<file path="config.mk">
export PLATFORM = sky130hd
export DESIGN_NAME = cshit_mul
export DESIGN_NICKNAME = d
export VERILOG_FILES = /design/src/rtl/core/cshit_mul.sv
export SDC_FILE = /design/constraint.sdc
export NUM_CORES = 2
export LEC_CHECK = 0
export ABC_AREA = 1
export BUFFER_PORTS_ARGS = -buffer_cell sky130_fd_sc_hd__buf_4
export CAP_MARGIN = 40
export CORE_ASPECT_RATIO = 1.5
export CORE_MARGIN = 2
export CORE_UTILIZATION = 55
export DETAILED_ROUTE_END_ITERATION = 12
export PLACE_DENSITY = 0.76
export SYNTH_ARGS = -nofsm -noshare
export SYNTH_HDL_FRONTEND = slang
export SYNTH_SLANG_ARGS = --single-unit
</file>
<file path="constraint.sdc">
create_clock -name i_clk -period 15.95 [get_ports i_clk]
set_input_delay 1.595 -clock i_clk [delete_from_list [all_inputs] [get_ports i_clk]]
set_output_delay 1.595 -clock i_clk [all_outputs]
set_load 0.05 [all_outputs]
</file>
<file path="src/rtl/core/cshit_mul.sv">
`timescale 1ns / 1ps
`default_nettype none
// ----------------------------------------------------------------------------
// cshit_mul
// Unsigned pipelined multiplier: 32x32 partial products, row sums, final sum.
// Each of these steps is registered; the pipeline advances when i_en is high.
// ----------------------------------------------------------------------------
module cshit_mul #(
    parameter int AW = 32,
    parameter int BW = 32
) (
    input  wire logic             i_clk,
    input  wire logic             i_en,
    input  wire logic [AW-1:0]    i_a,
    input  wire logic [BW-1:0]    i_b,
    output logic      [AW+BW-1:0] o_p
);
    localparam int NA  = (AW + 31) / 32;
    localparam int NB  = (BW + 31) / 32;
    localparam int AXW = NA * 32;
    localparam int BXW = NB * 32;
    localparam int PW  = AW + BW;

    logic [AXW-1:0] a_x;
    logic [BXW-1:0] b_x;
    logic [63:0]    r_pp  [NA][NB];
    logic [PW-1:0]  n_row [NA];
    logic [PW-1:0]  r_row [NA];
    logic [PW-1:0]  n_p;
    logic [PW-1:0]  r_p;

    assign a_x = AXW'(i_a);
    assign b_x = BXW'(i_b);

    always_ff @(posedge i_clk) begin
        if (i_en) begin
            for (int i = 0; i < NA; i++) begin
                for (int j = 0; j < NB; j++) begin
                    r_pp[i][j] <= a_x[32*i +: 32] * b_x[32*j +: 32];
                end
            end
        end
    end

    always_comb begin
        for (int i = 0; i < NA; i++) begin
            n_row[i] = '0;
            for (int j = 0; j < NB; j++) begin
                n_row[i] = n_row[i] + (PW'(r_pp[i][j]) << (32 * j));
            end
        end
    end

    always_ff @(posedge i_clk) begin
        if (i_en) begin
            r_row <= n_row;
        end
    end

    always_comb begin
        n_p = '0;
        for (int i = 0; i < NA; i++) begin
            n_p = n_p + (r_row[i] << (32 * i));
        end
    end

    always_ff @(posedge i_clk) begin
        if (i_en) begin
            r_p <= n_p;
        end
    end

    assign o_p = r_p;
endmodule
`default_nettype wire

</file>
# == Yosys cells after proc, flatten, opt, wreduce, memory -nomap -nowiden ==
# Memories as Yosys holds them, arrays and structs flattened. A register that Yosys moved wholly into a read port is not among the register bits.
# Cells that the tools add are included.
# totals
ff_bits,64
in_bits,66
mem_bits_rw,64
wordCells,5
out_inout_bits,64
memories,1
# mem_list
name,depth,word_bits,read_ports,rd_clocked_by_memory_dff,wr,line,rtl
r_pp,1,64,1,1,1,26,logic [63:0] r_pp [NA][NB];
# op_classes
n_mux,2
multipliers,1
# ops
operator,n
$mul A32 B32 Y64,1
$mux W1,2

# == Longest topological paths before layout ==
# depth
depth_word,2
mapped_depth,30
ltp_nobuf,29

# == Least setup slack after synthesis ==
# Ideal clock, no wire load.
# synth_timing
path_type,input to register
startpoint,input port i_a[25]
endpoint,"memory r_pp[0][60] (netlist bit), data pin"
arrival_ns,7.292
setup_ns,0.252
required_ns,15.698
n_path_buf,1
cell_stages,26
path_slack_ns,8.406
path_cell_list,clkbuf_1 nand2_1 fa_1 inv_1 fa_1 inv_1 fa_1 inv_1 fa_1 fa_1 fa_1 fa_1 inv_1 fa_1 inv_1 ha_1 nand2_1 nand2_1 a21oi_1 nand2_1 nand2_1 nand2_1 a21oi_1 nand2_1 nand2_1 nand2_1
# synth_via
elab_chain_len,1
# synth_lines
element,line,rtl
from (decl),14,"input wire logic [AW-1:0] i_a,"
$mul A32 B32 Y64,39,r_pp[i][j] <= a_x[32*i +: 32] * b_x[32*j +: 32];
to (decl),26,
# Every way passes these cells.

# == Final worst setup path ==
# layout_timing
startpoint,input port i_b[8]
endpoint,"memory r_pp[0][55] (netlist bit), data pin"
# layout_via
elab_chain_len,1
# layout_lines
element,line,rtl
from (decl),15,"input wire logic [BW-1:0] i_b,"
$mul A32 B32 Y64,39,
# Every way passes these cells.

==> metrics.cfg <==
[outcome]
outcome = finished, final reports clean

[logic_synthesis]
avgSynthCellArea_um2 = 8.126
ys_types = 24
syn_area_um2 = 41840
yosys_warnings = 0
syn-instance-count = 5149
yosysTopAreaCellShare = 0.4287
ys_ff_latch = 192
ys_top_cells_by_area = fa_1 43%, inv_1 16%, nand2_1 14%, edfxtp_1 14%, ha_1 7.9%
synth_area_leader_cell = fa_1
synth_fp_nets = 6374
synth_seq_area_share = 0.1378

[detailed_routing]
routed_wl_um = 114800
vias_per_cell = 5.186
num_vias = 31740
ant_nets = 0
wl_per_cell_um = 18.76
first_pass_iters = 6
route.detailed.drc = 0
dr.first_iter.drc_count = 2252

[global_routing]
gr-total-overflow = 0
grt_max_degree = 119
grt_pass1_vias = 34340
antenna_found_initial = 0
grt_pass1_wl_um = 181100
grt_usage = 0.3023

[floorplanning]
initial_core_util = 0.5571
die_w_um = 229.2
ios = 130
die_h_um = 341.8
core-area_um2 = 75100
fp-row-count = 123
die-area_um2 = 78340

[sta]
final.setup.tns_ns = 0
fin_skew_ns = 0.01765
worst_hold_slack_ns = 0.4087
rsz0062_at_grt = no
slew_headroom = 0.3855
tightest_slew_ns = 0.9218
slew_violations = 0
period_share = 0.5150
hold_violations = 0
min_period_ns = 8.214
fmax_ghz = 0.1217
setup_viol = 0

[clock_tree]
htree_levels = 4
ctsResizeCount = 0
path_clk_slew_ns = 0.06
clk_path_buf_depth = 3
post-cts-setup-buffers = 0
cts-root-buf = clkbuf_16
clock_latency_ns = 0.48
ctsHoldBuffers = 0
clock_sinks = 192
cts_tree = done
numCtsBuffers = 25

[final_layout]
final_util = 0.5861
layout-drive-gt1-share = 0.04161
synthToLayoutAreaGrowth_pct = 5.200
fin_nets = 6339
fill_cells = 6684

[critical_path]
r2r-start = r_pp[0][58]$_DFFE_PP_
worstSetupStartpoint = i_b[8]
crit_type = in -> reg
cp_data_required_time_ns = 16.17
cp-start-kind = input pin
crit_path_end_kind = flop
cp.arrival_ns = 8.43
rr_endpoint = r_row[58]$_DFFE_PP_
r2r_cells = 0
cp_max_fo = 32
r2r_slack_ns = 15.16
crit_end = r_pp[0][55]$_DFFE_PP_

[placed_design]
gp_congestion = 1.051
portBuffers = 129
dp_hpwl_um = 87570

[worst_hold_path]
hp-class = reg -> reg

[flow_run]
drv_cap = 0

==> metrics by stage <==
stage | cells | instance area [um2] | worst slack (ns)
final | 6120 | 44010 | 7.736
after global routing | 6119 | 44010 | 7.542
after CTS | 6119 | 44010 | 7.891
after detailed placement | 6087 | 43350 | 7.385
after global placement | 6087 | 43350 | 7.412
after floorplan | 5149 | 41840 | 8.406
==> cells in the final DEF, fill, tap and decap left out, drive strengths merged <==
cell type and instances:
inv 1735, nand2 1576, fa 896, ha 263
edfxtp 192, buf 129, nor2 99, nand3 67
a21oi 45, xor2 32, clkbuf 27, nor3 18
nand4 16, o21bai 10, clkinv 5, xnor2 4
o21ai 3, diode 1, and2 1, clkinvlp 1
==> cell type report <==
class,count,area [um2],share of cell area
diodes,1,2.502,0.00005685
clock buffers,26,629.4,0.01430
clock inverters,6,31.28,0.0007107
inverters,1735,6513,0.1480
multi-input cells,3030,28840,0.6552
flip-flops and latches,192,5766,0.1310
well taps,1000,1251,0.02843
repair buffers,130,982.2,0.02232
==> cell families (layout without fill, tap and decap cells) <==
family / Yosys count / after routing / share of synthesized area
AND/OR/NAND/NOR: 1777 / 1777 / 0.1668
adder cells (fa/ha/maj): 1159 / 1159 / 0.5074
AO/OA/AOI/OAI: 58 / 58 / 0.007626
other: 0 / 1 / 0
buffers and inverters: 1927 / 1897 / 0.1729
XOR/XNOR: 36 / 36 / 0.007536
flip-flops: 192 / 192 / 0.1378
==> how the worst min path moves through the flow <==
stage,from,to,slack [ns],cells past startpoint
floorplan,r_row[0]$_DFFE_PP_,o_p[0]$_DFFE_PP_,0.40,0
global placement,r_row[9]$_DFFE_PP_,o_p[9]$_DFFE_PP_,0.40,0
detailed placement,r_row[23]$_DFFE_PP_,o_p[23]$_DFFE_PP_,0.40,0
CTS,r_pp[0][62]$_DFFE_PP_,r_row[62]$_DFFE_PP_,0.41,0
global route,r_pp[0][62]$_DFFE_PP_,r_row[62]$_DFFE_PP_,0.41,0
finish,r_pp[0][62]$_DFFE_PP_,r_row[62]$_DFFE_PP_,0.41,0
==> layer usage <==
| layer | track usage | vias to the layer above | routed length (um) |
|---|---|---|---|
| met1 | 0.3450 | 15540 | 39600 |
| met2 | 0.5477 | 1610 | 59130 |
| met3 | 0.04333 | 449 | 9102 |
| met4 | 0.1613 | 0 | 6980 |
| met5 | 0 | - | 0 |
| li1 | - | 14130 | - |
==> critical path, stage by stage <==
cell	delay, ns
buf_4	0.43
nand2_1	0.16
fa_1	0.58
inv_1	0.07
fa_1	0.57
inv_1	0.07
fa_1	0.54
inv_1	0.06
fa_1	0.48
fa_1	0.59
fa_1	0.43
fa_1	0.49
inv_1	0.05
fa_1	0.49
inv_1	0.06
ha_1	0.40
nand2_1	0.15
nor2_2	0.16
inv_2	0.08
nor2_2	0.27
nand2_1	0.29
nor2_1	0.16
nand2_1	0.09
nand4_1	0.10
nand2_1	0.05
==> cells in the mapped netlist <==
cell / number
nor2_4: 2
nor3_4: 1
nand2_2: 10
fa_1: 896
a21oi_1: 45
nor2_1: 76
edfxtp_1: 192
inv_1: 1728
nand3_2: 6
nand2_1: 1566
ha_1: 263
o21ai_0: 3
nor2_2: 21
xor2_1: 32
clkbuf_1: 192
inv_2: 7
o21bai_1: 9
and2_1: 1
xnor2_1: 4
nand4_1: 16
nor3_2: 5
nor3_1: 12
nand3_1: 61
o21bai_2: 1
==> state kept, by name, summed over array words and instances, names as in the netlist <==
name	flops
o_p	64
r_pp	64
r_row	64
Power is left out: the tool's default activity adds up to more than one toggle a clock period on the data nets, which glitch-free logic cannot reach.
